<file path="src/rtl/core/psb_pkg.sv">
// ----------------------------------------------------------------------------
// psb_pkg
// Shared codes and controller/datapath handshake types for the sequence buffer.
// ----------------------------------------------------------------------------
package psb_pkg;

  localparam int KIND_W = 2;
  localparam int POS_W  = 6;
  localparam int CHAR_W = 8;
  localparam int STS_W  = 2;

  // operation codes
  localparam logic [KIND_W-1:0] KIND_INSERT = 2'd0;
  localparam logic [KIND_W-1:0] KIND_DELETE = 2'd1;
  localparam logic [KIND_W-1:0] KIND_GET    = 2'd2;
  localparam logic [KIND_W-1:0] KIND_DUMP   = 2'd3;

  // result status codes
  localparam logic [STS_W-1:0] STS_OK      = 2'd0;
  localparam logic [STS_W-1:0] STS_INVALID = 2'd1;
  localparam logic [STS_W-1:0] STS_FULL    = 2'd2;
  localparam logic [STS_W-1:0] STS_EMPTY   = 2'd3;

  // controller -> datapath
  typedef struct packed {
    logic load;  // capture the input item
    logic exec;  // run the operation, load first result
    logic step;  // load next dump result
  } psb_cmd_t;

  // datapath -> controller
  typedef struct packed {
    logic last;  // result register holds the final result of the item
  } psb_stat_t;

endpackage

</file>
<file path="src/rtl/core/psb_if.sv">
// ----------------------------------------------------------------------------
// psb_if
// Valid/ready channels for request items and result items.
// ----------------------------------------------------------------------------
interface psb_in_if;
  logic                          valid;
  logic                          ready;
  logic [psb_pkg::KIND_W-1:0]    kind;
  logic [psb_pkg::POS_W-1:0]     position;
  logic [psb_pkg::CHAR_W-1:0]    char_in;

  modport source (output valid, kind, position, char_in, input ready);
  modport sink   (input valid, kind, position, char_in, output ready);
endinterface

interface psb_out_if;
  logic                          valid;
  logic                          ready;
  logic [psb_pkg::STS_W-1:0]     status;
  logic [psb_pkg::CHAR_W-1:0]    char_out;
  logic                          last;

  modport source (output valid, status, char_out, last, input ready);
  modport sink   (input valid, status, char_out, last, output ready);
endinterface

</file>
<file path="src/rtl/core/positional_sequence_buffer.sv">
// ----------------------------------------------------------------------------
// positional_sequence_buffer
// Ordered byte sequence with positional insert, delete, get and dump.
// ----------------------------------------------------------------------------
// Holds up to CAPACITY characters numbered from 1. One request item at a
// time: in_ch.ready is high only while the block is idle. Insert, delete
// and get give one result item, loaded in the execute state and offered
// in the send state; a new item is taken only once it has gone. Dump
// gives its first result the same way and then one result per cycle while
// the sink is ready. This follows from the three-step controller sequence
// (accept, execute, send) and the single result register feeding out_ch.
// Insert and delete shift the cells at and above the position at once in
// the execute cycle. Status codes: ok, invalid position, store full, store
// empty on dump. Store contents are not reset; only entries below the fill
// count are ever read.
// ----------------------------------------------------------------------------
module positional_sequence_buffer #(
  parameter int CAPACITY = 32
) (
  input  logic       clk,
  input  logic       rst_n,
  psb_in_if.sink     in_ch,
  psb_out_if.source  out_ch
);

  psb_pkg::psb_cmd_t  cmd;
  psb_pkg::psb_stat_t stat;

  // sequencer
  psb_ctrl u_ctrl (
    .clk       (clk),
    .rst_n     (rst_n),
    .in_valid  (in_ch.valid),
    .in_ready  (in_ch.ready),
    .out_valid (out_ch.valid),
    .out_ready (out_ch.ready),
    .cmd       (cmd),
    .stat      (stat)
  );

  // store, count, checks, result register
  psb_dp #(
    .CAPACITY (CAPACITY)
  ) u_dp (
    .clk          (clk),
    .rst_n        (rst_n),
    .cmd          (cmd),
    .stat         (stat),
    .in_kind      (in_ch.kind),
    .in_position  (in_ch.position),
    .in_char_in   (in_ch.char_in),
    .out_status   (out_ch.status),
    .out_char_out (out_ch.char_out),
    .out_last     (out_ch.last)
  );

  // no result is offered while a new item can be taken
  a_ready_excl: assert property (@(posedge clk) disable iff (!rst_n)
    !(in_ch.ready && out_ch.valid))
    else $error("result offered while accepting items");

  // execute cycle always follows acceptance, so no result on the next edge
  a_exec_gap: assert property (@(posedge clk) disable iff (!rst_n)
    (in_ch.valid && in_ch.ready) |=> (!out_ch.valid && !in_ch.ready))
    else $error("execute cycle skipped");

  // a dump result that is not last is followed at once by another
  a_dump_cont: assert property (@(posedge clk) disable iff (!rst_n)
    (out_ch.valid && out_ch.ready && !out_ch.last) |=> out_ch.valid)
    else $error("dump stream broken before last item");

endmodule

</file>
<file path="src/rtl/core/psb_ctrl.sv">
// ----------------------------------------------------------------------------
// psb_ctrl
// Sequencer: accept item, execute, hand out results until the last one.
// ----------------------------------------------------------------------------
module psb_ctrl (
  input  logic                clk,
  input  logic                rst_n,
  input  logic                in_valid,
  output logic                in_ready,
  output logic                out_valid,
  input  logic                out_ready,
  output psb_pkg::psb_cmd_t   cmd,
  input  psb_pkg::psb_stat_t  stat
);

  typedef enum logic [2:0] {
    S_IDLE = 3'b001,
    S_EXEC = 3'b010,
    S_SEND = 3'b100
  } state_t;

  state_t state_r, state_nxt;

  assign in_ready  = (state_r == S_IDLE);
  assign out_valid = (state_r == S_SEND);

  always_comb begin
    state_nxt = state_r;
    cmd       = '0;
    case (state_r)
      S_IDLE: begin
        if (in_valid) begin
          cmd.load  = 1'b1;
          state_nxt = S_EXEC;
        end
      end
      S_EXEC: begin
        cmd.exec  = 1'b1;
        state_nxt = S_SEND;
      end
      S_SEND: begin
        if (out_ready) begin
          if (stat.last) begin
            state_nxt = S_IDLE;
          end else begin
            cmd.step = 1'b1;  // next dump entry, no gap
          end
        end
      end
      default: state_nxt = S_IDLE;
    endcase
  end

  always_ff @(posedge clk) begin
    if (!rst_n) begin
      state_r <= S_IDLE;
    end else begin
      state_r <= state_nxt;
    end
  end

endmodule

</file>
<file path="src/rtl/core/psb_dp.sv">
// ----------------------------------------------------------------------------
// psb_dp
// Shifting character store, fill count, position checks and result register.
// ----------------------------------------------------------------------------
module psb_dp #(
  parameter int CAPACITY = 32
) (
  input  logic                          clk,
  input  logic                          rst_n,
  input  psb_pkg::psb_cmd_t             cmd,
  output psb_pkg::psb_stat_t            stat,
  input  logic [psb_pkg::KIND_W-1:0]    in_kind,
  input  logic [psb_pkg::POS_W-1:0]     in_position,
  input  logic [psb_pkg::CHAR_W-1:0]    in_char_in,
  output logic [psb_pkg::STS_W-1:0]     out_status,
  output logic [psb_pkg::CHAR_W-1:0]    out_char_out,
  output logic                          out_last
);

  localparam int CNTW = $clog2(CAPACITY + 1);
  localparam int AW   = $clog2(CAPACITY);
  localparam int CMPW = ((CNTW > psb_pkg::POS_W) ? CNTW : psb_pkg::POS_W) + 1;

  // captured item
  logic [psb_pkg::KIND_W-1:0] kind_r;
  logic [psb_pkg::POS_W-1:0]  pos_r;
  logic [psb_pkg::CHAR_W-1:0] ch_r;

  logic [CNTW-1:0]            cnt_r, cnt_nxt;
  logic [AW-1:0]              idx_r, idx_nxt;
  logic [psb_pkg::CHAR_W-1:0] store_r [CAPACITY];

  logic [psb_pkg::STS_W-1:0]  res_status_r, res_status_nxt;
  logic [psb_pkg::CHAR_W-1:0] res_char_r, res_char_nxt;
  logic                       res_last_r, res_last_nxt;

  logic [CMPW-1:0]            pos_x, cnt_x;
  logic [psb_pkg::POS_W-1:0]  pos_m1;
  logic [AW-1:0]              pa;
  logic                       ins_pos_ok, rd_pos_ok, full;
  logic                       ins_we, del_we;

  assign pos_x      = CMPW'(pos_r);
  assign cnt_x      = CMPW'(cnt_r);
  assign pos_m1     = pos_r - psb_pkg::POS_W'(1);
  assign pa         = pos_m1[AW-1:0];
  assign ins_pos_ok = (pos_r != '0) && (pos_x <= cnt_x + CMPW'(1));
  assign rd_pos_ok  = (pos_r != '0) && (pos_x <= cnt_x);
  assign full       = (cnt_r == CNTW'(CAPACITY));

  always_comb begin
    cnt_nxt        = cnt_r;
    idx_nxt        = idx_r;
    res_status_nxt = res_status_r;
    res_char_nxt   = res_char_r;
    res_last_nxt   = res_last_r;
    ins_we         = 1'b0;
    del_we         = 1'b0;
    if (cmd.exec) begin
      res_char_nxt = '0;
      res_last_nxt = 1'b1;
      idx_nxt      = AW'(1);
      case (kind_r)
        psb_pkg::KIND_INSERT: begin
          if (!ins_pos_ok) begin
            res_status_nxt = psb_pkg::STS_INVALID;
          end else if (full) begin
            res_status_nxt = psb_pkg::STS_FULL;
          end else begin
            res_status_nxt = psb_pkg::STS_OK;
            ins_we         = 1'b1;
            cnt_nxt        = cnt_r + CNTW'(1);
          end
        end
        psb_pkg::KIND_DELETE: begin
          if (!rd_pos_ok) begin
            res_status_nxt = psb_pkg::STS_INVALID;
          end else begin
            res_status_nxt = psb_pkg::STS_OK;
            del_we         = 1'b1;
            cnt_nxt        = cnt_r - CNTW'(1);
          end
        end
        psb_pkg::KIND_GET: begin
          if (!rd_pos_ok) begin
            res_status_nxt = psb_pkg::STS_INVALID;
          end else begin
            res_status_nxt = psb_pkg::STS_OK;
            res_char_nxt   = store_r[pa];
          end
        end
        psb_pkg::KIND_DUMP: begin
          if (cnt_r == '0) begin
            res_status_nxt = psb_pkg::STS_EMPTY;
          end else begin
            res_status_nxt = psb_pkg::STS_OK;
            res_char_nxt   = store_r[0];
            res_last_nxt   = (cnt_r == CNTW'(1));
          end
        end
        default: res_status_nxt = psb_pkg::STS_INVALID;
      endcase
    end else if (cmd.step) begin
      res_status_nxt = psb_pkg::STS_OK;
      res_char_nxt   = store_r[idx_r];
      res_last_nxt   = (CNTW'(idx_r) + CNTW'(1) == cnt_r);
      idx_nxt        = idx_r + AW'(1);
    end
  end

  // store cells at and above the position: shift up on insert, down on delete, all at once
  logic [psb_pkg::CHAR_W-1:0] up_w [CAPACITY];
  logic [psb_pkg::CHAR_W-1:0] dn_w [CAPACITY];

  for (genvar g = 0; g < CAPACITY; g++) begin : g_cell
    if (g == 0) begin : g_first
      assign up_w[g] = ch_r;
    end else begin : g_mid
      assign up_w[g] = store_r[g-1];
    end
    if (g == CAPACITY - 1) begin : g_top
      assign dn_w[g] = store_r[g];
    end else begin : g_below
      assign dn_w[g] = store_r[g+1];
    end

    always_ff @(posedge clk) begin
      if (ins_we) begin
        if (AW'(g) == pa) begin
          store_r[g] <= ch_r;
        end else if (AW'(g) > pa) begin
          store_r[g] <= up_w[g];
        end
      end else if (del_we && (AW'(g) >= pa)) begin
        store_r[g] <= dn_w[g];
      end
    end
  end

  always_ff @(posedge clk) begin
    if (!rst_n) begin
      cnt_r <= '0;
    end else begin
      cnt_r <= cnt_nxt;
    end
  end

  always_ff @(posedge clk) begin
    if (cmd.load) begin
      kind_r <= in_kind;
      pos_r  <= in_position;
      ch_r   <= in_char_in;
    end
    idx_r        <= idx_nxt;
    res_status_r <= res_status_nxt;
    res_char_r   <= res_char_nxt;
    res_last_r   <= res_last_nxt;
  end

  assign stat.last    = res_last_r;
  assign out_status   = res_status_r;
  assign out_char_out = res_char_r;
  assign out_last     = res_last_r;

endmodule
</file>
<file path="src/flat_wrapper.sv">
// flat-port wrapper written by rule: the top's interface ports become plain ports
module positional_sequence_buffer_flat 
#(
  parameter int CAPACITY = 32
)
  (clk, rst_n, in_ch_valid, in_ch_kind, in_ch_position, in_ch_char_in, in_ch_ready, out_ch_valid, out_ch_status, out_ch_char_out, out_ch_last, out_ch_ready);
  psb_in_if in_ch_i ();
  psb_out_if out_ch_i ();
  input  logic clk;
  input  logic rst_n;
  input wire logic [$bits(in_ch_i.valid)-1:0] in_ch_valid;
  input wire logic [$bits(in_ch_i.kind)-1:0] in_ch_kind;
  input wire logic [$bits(in_ch_i.position)-1:0] in_ch_position;
  input wire logic [$bits(in_ch_i.char_in)-1:0] in_ch_char_in;
  output wire logic [$bits(in_ch_i.ready)-1:0] in_ch_ready;
  output wire logic [$bits(out_ch_i.valid)-1:0] out_ch_valid;
  output wire logic [$bits(out_ch_i.status)-1:0] out_ch_status;
  output wire logic [$bits(out_ch_i.char_out)-1:0] out_ch_char_out;
  output wire logic [$bits(out_ch_i.last)-1:0] out_ch_last;
  input wire logic [$bits(out_ch_i.ready)-1:0] out_ch_ready;
  assign in_ch_i.valid = in_ch_valid;
  assign in_ch_i.kind = in_ch_kind;
  assign in_ch_i.position = in_ch_position;
  assign in_ch_i.char_in = in_ch_char_in;
  assign in_ch_ready = in_ch_i.ready;
  assign out_ch_valid = out_ch_i.valid;
  assign out_ch_status = out_ch_i.status;
  assign out_ch_char_out = out_ch_i.char_out;
  assign out_ch_last = out_ch_i.last;
  assign out_ch_i.ready = out_ch_ready;
  positional_sequence_buffer #(.CAPACITY(CAPACITY)) u_core (.clk(clk), .rst_n(rst_n), .in_ch(in_ch_i), .out_ch(out_ch_i));
endmodule
</file>
<file path="config.mk">
export PLATFORM = sky130hd
export DESIGN_NAME = positional_sequence_buffer_flat
export DESIGN_NICKNAME = d
export VERILOG_FILES = /design/src/rtl/core/psb_pkg.sv /design/src/rtl/core/psb_if.sv /design/src/rtl/core/positional_sequence_buffer.sv /design/src/rtl/core/psb_ctrl.sv /design/src/rtl/core/psb_dp.sv /design/src/flat_wrapper.sv
export SDC_FILE = /design/constraint.sdc
export NUM_CORES = 1
export LEC_CHECK = 0
export BUFFER_PORTS_ARGS = -buffer_cell sky130_fd_sc_hd__buf_2
export CORE_AREA = 2 2 204 166
export CTS_BUF_LIST = sky130_fd_sc_hd__clkbuf_4
export CTS_CLUSTER_DIAMETER = 150
export CTS_CLUSTER_SIZE = 14
export DETAILED_ROUTE_END_ITERATION = 6
export DIE_AREA = 0 0 206 168
export PLACE_DENSITY = 0.81
export SYNTH_ARGS = -nofsm -noshare
export SYNTH_HDL_FRONTEND = slang
export SYNTH_SLANG_ARGS = --single-unit
</file>
<file path="constraint.sdc">
create_clock -name clk -period 6.4 [get_ports clk]
set_input_delay 0.32 -clock clk [delete_from_list [all_inputs] [get_ports clk]]
set_output_delay 0.32 -clock clk [all_outputs]
set_load 0.01 [all_outputs]
</file>
* Word level (Yosys, flattened, before mapping) *
Memories as Yosys holds them, arrays and structs flattened. A register that Yosys moved wholly into a read port is not among the register bits.
Index checks and enable logic that the tools add are counted.

word-level totals
  memories = 1
  logic and storage cells = 658
  bits in writable memories = 256
  memory bits (read-only) = 0
  flip-flop bits (word level) = 41
  output and inout port bits = 13
  bits in latches = 0

operators by class
  shifts and indexed selects = 0
  multipliers = 0
  divide/modulo/power cells = 0
  order comparisons = 66
  add/sub/neg operators = 6
  bitwise gates (word level) = 64
  reductions and logical operators = 43
  multiplexer cells = 423
  equal/unequal tests = 46

memory list
  memory               words  width  rd ports  clocked after memory_dff  write ports  RTL line      text
  u_core.u_dp.store_r  32     8      34        1                         32           psb_dp.sv:31  logic [psb_pkg::CHAR_W-1:0] store_r [CAPACITY];

operators with widths
  operator                                            number
  two-way mux 8 bit                                   68
  two-way mux 1 bit                                   338
  == test 5 bit, first input constant                 16
  >= comparator 5 bit, first input constant           16
  > comparator 5 bit, first input constant            16
  OR 1 bit                                            64
  == test 4 x 5 -> 1 bit, first input constant        8
  >= comparator 4 x 5 -> 1 bit, first input constant  8
  > comparator 4 x 5 -> 1 bit, first input constant   8
  logical AND 1 bit                                   34
  == test 3 x 5 -> 1 bit, first input constant        4
  >= comparator 3 x 5 -> 1 bit, first input constant  4
  > comparator 3 x 5 -> 1 bit, first input constant   4
  two-way mux 6 bit                                   3
  case mux 8 bit (2 select lines)                     1
  case mux 6 bit (2 select lines)                     1
  == test 2 x 5 -> 1 bit, first input constant        2
  >= comparator 1 x 5 -> 1 bit, first input constant  2
  >= comparator 2 x 5 -> 1 bit, first input constant  2
  > comparator 1 x 5 -> 1 bit, first input constant   2
  > comparator 2 x 5 -> 1 bit, first input constant   2
  two-way mux 2 bit                                   5
  two-way mux 5 bit                                   2
  two-way mux 3 bit                                   3
  other kinds (29)                                    35

* Depth between registers and ports, before layout *
  depth in word-level cells = 10
  depth in mapped cells = 15
  depth with buffers taken out = 12

* Hierarchy *
A second synthesis with hierarchy kept.

second synthesis, totals
  cell total of the unflattened synthesis = 1808
  area total of the unflattened synthesis = 21189.1 um^2

by module, submodules not included
  module    cells an instance  area an instance (um^2)  seq. area each (um^2)  times used
  psb_dp    1790               21012.7                  8818.5                 1
  psb_ctrl  18                 176.4                    60.1                   1

* Worst setup path before layout *
OpenSTA, ideal clock, no wires.

  kind = register to register
  start point = reg u_core.u_dp.pos_r[0] in the netlist's numbering
  end point = mem u_core.u_dp.store_r[16][0] in the netlist's numbering (data pin)
  setup time = 0.260 ns
  cell stages (with the launch flop) = 14
  setup slack = 2.780 ns
  period minus slack after synthesis = 3.620 ns
  arrival time = 3.360 ns
  cell sequence = edfxtp_1 -> buf_2 -> inv_1 -> clkbuf_1 -> ha_1 -> clkbuf_1 -> and2_1 -> clkbuf_1 -> o21ai_0 -> o21ai_1 -> and3_1 -> clkbuf_1 -> mux2_2 -> mux2_2

RTL lines
  what                    RTL line       text
  start, declared         psb_dp.sv:26   logic [psb_pkg::POS_W-1:0] pos_r;
  start signal, assigned  psb_dp.sv:151  pos_r <= in_position;
  end, declared           psb_dp.sv:31

==> results by stage <==
Run status:
- The run finished with clean final reports.

Yosys:
- After synthesis, the most frequently instantiated cells are sky130_fd_sc_hd__edfxtp_1 (283), sky130_fd_sc_hd__mux2i_1 (279), sky130_fd_sc_hd__nand2_1 (196).
- The Yosys warning count is 0.
- The register bit count reported by yosys is 302.
- The post-synth design cell area is 20900 sq um.
- After synthesis, the mean cell area works out to 10.8 sq um.
- Among all flip-flop cells after synthesis, the most frequent one is sky130_fd_sc_hd__edfxtp_1.
- For this run, asynchronously set or reset flops after synthesis account for 0%.
- By area the synthesized netlist is led by sky130_fd_sc_hd__edfxtp_1 (41%), sky130_fd_sc_hd__mux2i_1 (13%), sky130_fd_sc_hd__mux4_2 (11%).
- The leading cell type by number of instances after synthesis is sky130_fd_sc_hd__edfxtp_1.
- Yosys mapped a number of flops with a built-in enable equal to 283.
- The count of different cell masters after synthesis is 77.
- Of all cell types, the one taking the most synthesized area is sky130_fd_sc_hd__edfxtp_1.
- Synthesis produced a netlist with a net count of 1978.
- Synthesis handed over a netlist of 1932 instances.
- The synthesized design devotes to its leading area cell type 40.8% of total area.
- The share of the Yosys chip area taken by registers is 42.6%.

Timing:
- The max-slew headroom at the worst pin is 15.7%.
- The total count of max-transition violations in the final report is 0.
- The maximum clock skew at final layout is 0.0932 ns.
- The final critical path time including I/O delays and setup is 4.82 ns.
- The final setup violation count is 0.
- Setup repair after global routing left no endpoint under its margin.
- The period utilization is 75.2%.
- The hold violation total from the final report is 0.
- In the final timing run, aggregate negative setup slack is 0 ns.
- The slew at the pin closest to its max-slew limit is 1.26 ns.
- Timing would allow up to 208 MHz.
- Across all setup checks in the final design, the least slack found is 1.58 ns.

Placement:
- The pre-CTS setup slack is 1.77 ns.
- The cell total after placement is 2294.
- The count of buffers added on input and output ports is 32.
- After legalization and detailed placement, the total HPWL measured 51900 um.
- The congestion estimate from routability-driven global placement came to 1.04.

Setup path:
- The largest driver fanout on the critical path is 14.
- Data on the critical path is required at its endpoint by 6.97 ns.
- By startpoint and endpoint, the worst setup path is classified as register to register.
- The kind of end point of the critical path is a register.
- The type of element launching the critical path is a register.
- The worst path arrival time is 5.39 ns.

GRT:
- The wire length of the first global-routing pass is 107000 um.
- After global routing the overflow that remains totals 0.
- Global routing used 41.7% of the available tracks.
- The initial antenna violation count is 2.
- Entering global routing, the biggest net connects 59 pins.
- The number of global-route vias before repair is 16300.

Final layout:
- After the last flow step, the layout net total stands at 1954.
- The fraction of layout cells with a size suffix above 1 is 16.1%.
- The finished layout holds 2352 standard cells, fillers aside.
- The post-synthesis to final-layout area growth is 4.63%.

Pwr:
- For this design the ratio of total power to cell area is 174 nW/um^2.
- The switching power is 1.13 mW.
- The worst-case IR drop observed on VDD is 0.168 mV.
- Sequential cells account for 58.1% of the total power.
- Combinational cells account for 18.4% of the total power.
- Net switching is 29.7% of the power.
- The internal power of the cells totals 2.67 mW.
- Summed over all cells, the static leakage comes to 7.12 nW.
- The relative contribution of the clock network to total power is 23.6%.
- Power comes to 3.79 mW.

Routing:
- The first detailed-routing pass ran for 6 iterations.
- In this run the remaining antenna-violating nets after routing total 0.
- The detailed-route wire length per cell is 30.6 um.
- The number of design rule violations left after detail routing is 0.
- The count of vias placed by the detailed router is 17500.
- The initial detailed-routing violation count is 2899.
- The total routed wirelength is 72000 um.
- The detailed-route vias per instance is 7.46.

Clock network:
- The H-tree level count is 1.
- The clock tree from TritonCTS is done.
- Clock tree synthesis selected as its root buffer the cell sky130_fd_sc_hd__clkbuf_4.
- The total number of clock tree sinks is 302.
- The clock latency on the worst-skew pair is 0.84 ns.
- The clock passes through at most 3 buffers.
- The clock input transition at the sequential cells of the worst setup and hold paths is 0.15 ns.
- Gates resized during post-CTS repair numbered 0.
- Buffers inserted during clock tree synthesis total 25.

Min path:
- The path type of the worst min-delay path is primary input to register.

Floorplanning:
- The chip width is 206 um.
- The die covers 34600 sq um.
- The boundary pin count is 33.
- The area of the core is 32900 sq um.
- In this run the core area contains 60 standard-cell rows.
- In this run the vertical extent of the chip is 168 um.
- For this configuration, the core starts out at a cell density of 63.4%.

Job:
- Max-cap violations in this run came to 0.
## final timing paths
check                  startpoint                         end  slack [ns]  depth (start not counted)
max          u_core.u_dp.pos_r[1]  u_core.u_dp.store_r[14][5]        1.58                         10
min              in_ch_char_in[0]         u_core.u_dp.ch_r[0]        0.21                          2
max reg2reg  u_core.u_dp.pos_r[1]  u_core.u_dp.store_r[14][5]        1.58                         10
min reg2reg  u_core.u_dp.idx_r[1]                    register        0.52                          2
## cells by family after synthesis
logic type	after synthesis	synth area share, %
xor gates and xnor gates	24	1.01
and+or+nand+nor	536	11.6
AOI/OAI and AO/OA	437	12.6
muxes	433	27.1
DFF	302	42.6
adders and majority gates	26	1.56
buffers and inverters	174	3.59
## repair_timing
action / CTS / global route
endpoints found under the setup margin: 0 / 0
setup buffers: 0 / 0
hold buffers: 20 / 0
hold endpoints to repair: 26 / 0
## stage by stage
step	hold slack, ns	area [sq um]	utilization (%)
2_1_floorplan	0.419	20900	-
3_5_place_dp	0.499	21300	64.9
3_3_place_gp	0.483	21300	64.9
5_1_grt	0.219	21800	66.4
6_report	0.208	21800	66.4
4_1_cts	0.190	21800	66.3
## worst max-delay path, cell delays in order, from the launching register on
cell                       delay [ns]
sky130_fd_sc_hd__edfxtp_1        0.69
sky130_fd_sc_hd__inv_1           0.21
sky130_fd_sc_hd__ha_1            0.45
sky130_fd_sc_hd__nor3b_2         0.30
sky130_fd_sc_hd__xnor2_1         0.86
sky130_fd_sc_hd__nand2_1         0.23
sky130_fd_sc_hd__nor4_2          0.43
sky130_fd_sc_hd__buf_4           0.28
sky130_fd_sc_hd__nor2b_1         0.77
sky130_fd_sc_hd__mux2i_1         0.30
sky130_fd_sc_hd__o21ai_0         0.12
## layer usage
| layer | GRT usage (%) | part of all wire (%) |
|---|---|---|
| met1 | 59.8 | 38 |
| met3 | 13.0 | 16 |
| met2 | 59.7 | 42 |
| met4 | 14.8 | 4.5 |
| met5 | 0 | 0 |
## flip-flops by register name, summed over array words and instances (netlist names), named ones only
name / count
u_core.u_dp.ch_r: 8
u_core.u_dp.out_last: 1
u_core.u_dp.out_status: 2
u_core.u_dp.out_char_out: 8
u_core.u_ctrl.state_r: 3
u_core.u_dp.kind_r: 2
u_core.u_dp.store_r: 256
u_core.u_dp.idx_r: 5
u_core.u_dp.pos_r: 6
u_core.u_dp.cnt_r: 6
## power groups by stage
stage	Combinational, mW	Clock [mW]	Sequential [mW]
after floorplan	0.451	0	2.23
after global placement	0.634	0	2.25
after detailed placement	0.649	0	2.25
after CTS	0.662	0.894	2.20
after global routing	0.724	0.955	2.21
final	0.697	0.894	2.20
## final cells by class
type / count / area [sq um]
Fill cell: 2527 / 11100
Sequential cell: 302 / 8890
Clock inverter: 2 / 12.5
Inverter: 20 / 75.1
Timing Repair Buffer: 103 / 743
Antenna cell: 1 / 2.50
Tap cell: 434 / 543
Clock buffer: 34 / 255
Multi-Input combinational cell: 1456 / 11300
## placed cells by master, fill, tap and decap left out, types with 8 or more instances in the layout
cell type,count
sky130_fd_sc_hd__nand3_1,31
sky130_fd_sc_hd__o211ai_1,8
sky130_fd_sc_hd__dfxtp_1,17
sky130_fd_sc_hd__and2_1,14
sky130_fd_sc_hd__a21oi_1,163
sky130_fd_sc_hd__nand2_1,196
sky130_fd_sc_hd__mux2i_1,279
sky130_fd_sc_hd__nor2_1,175
sky130_fd_sc_hd__o21ai_0,141
sky130_fd_sc_hd__mux2_2,53
sky130_fd_sc_hd__dlygate4sd3_1,20
sky130_fd_sc_hd__a22oi_1,10
sky130_fd_sc_hd__buf_2,32
sky130_fd_sc_hd__ha_1,25
sky130_fd_sc_hd__clkbuf_4,34
sky130_fd_sc_hd__buf_4,51
sky130_fd_sc_hd__a32oi_1,9
sky130_fd_sc_hd__a31oi_1,15
sky130_fd_sc_hd__nor3b_1,9
sky130_fd_sc_hd__o21ai_1,8
sky130_fd_sc_hd__or3_1,12
sky130_fd_sc_hd__nor3_1,46
sky130_fd_sc_hd__a211oi_1,16
sky130_fd_sc_hd__xnor2_1,14
sky130_fd_sc_hd__mux4_2,100
sky130_fd_sc_hd__edfxtp_1,283
sky130_fd_sc_hd__inv_1,19
Note: power is estimated with default switching activity, not from simulation.
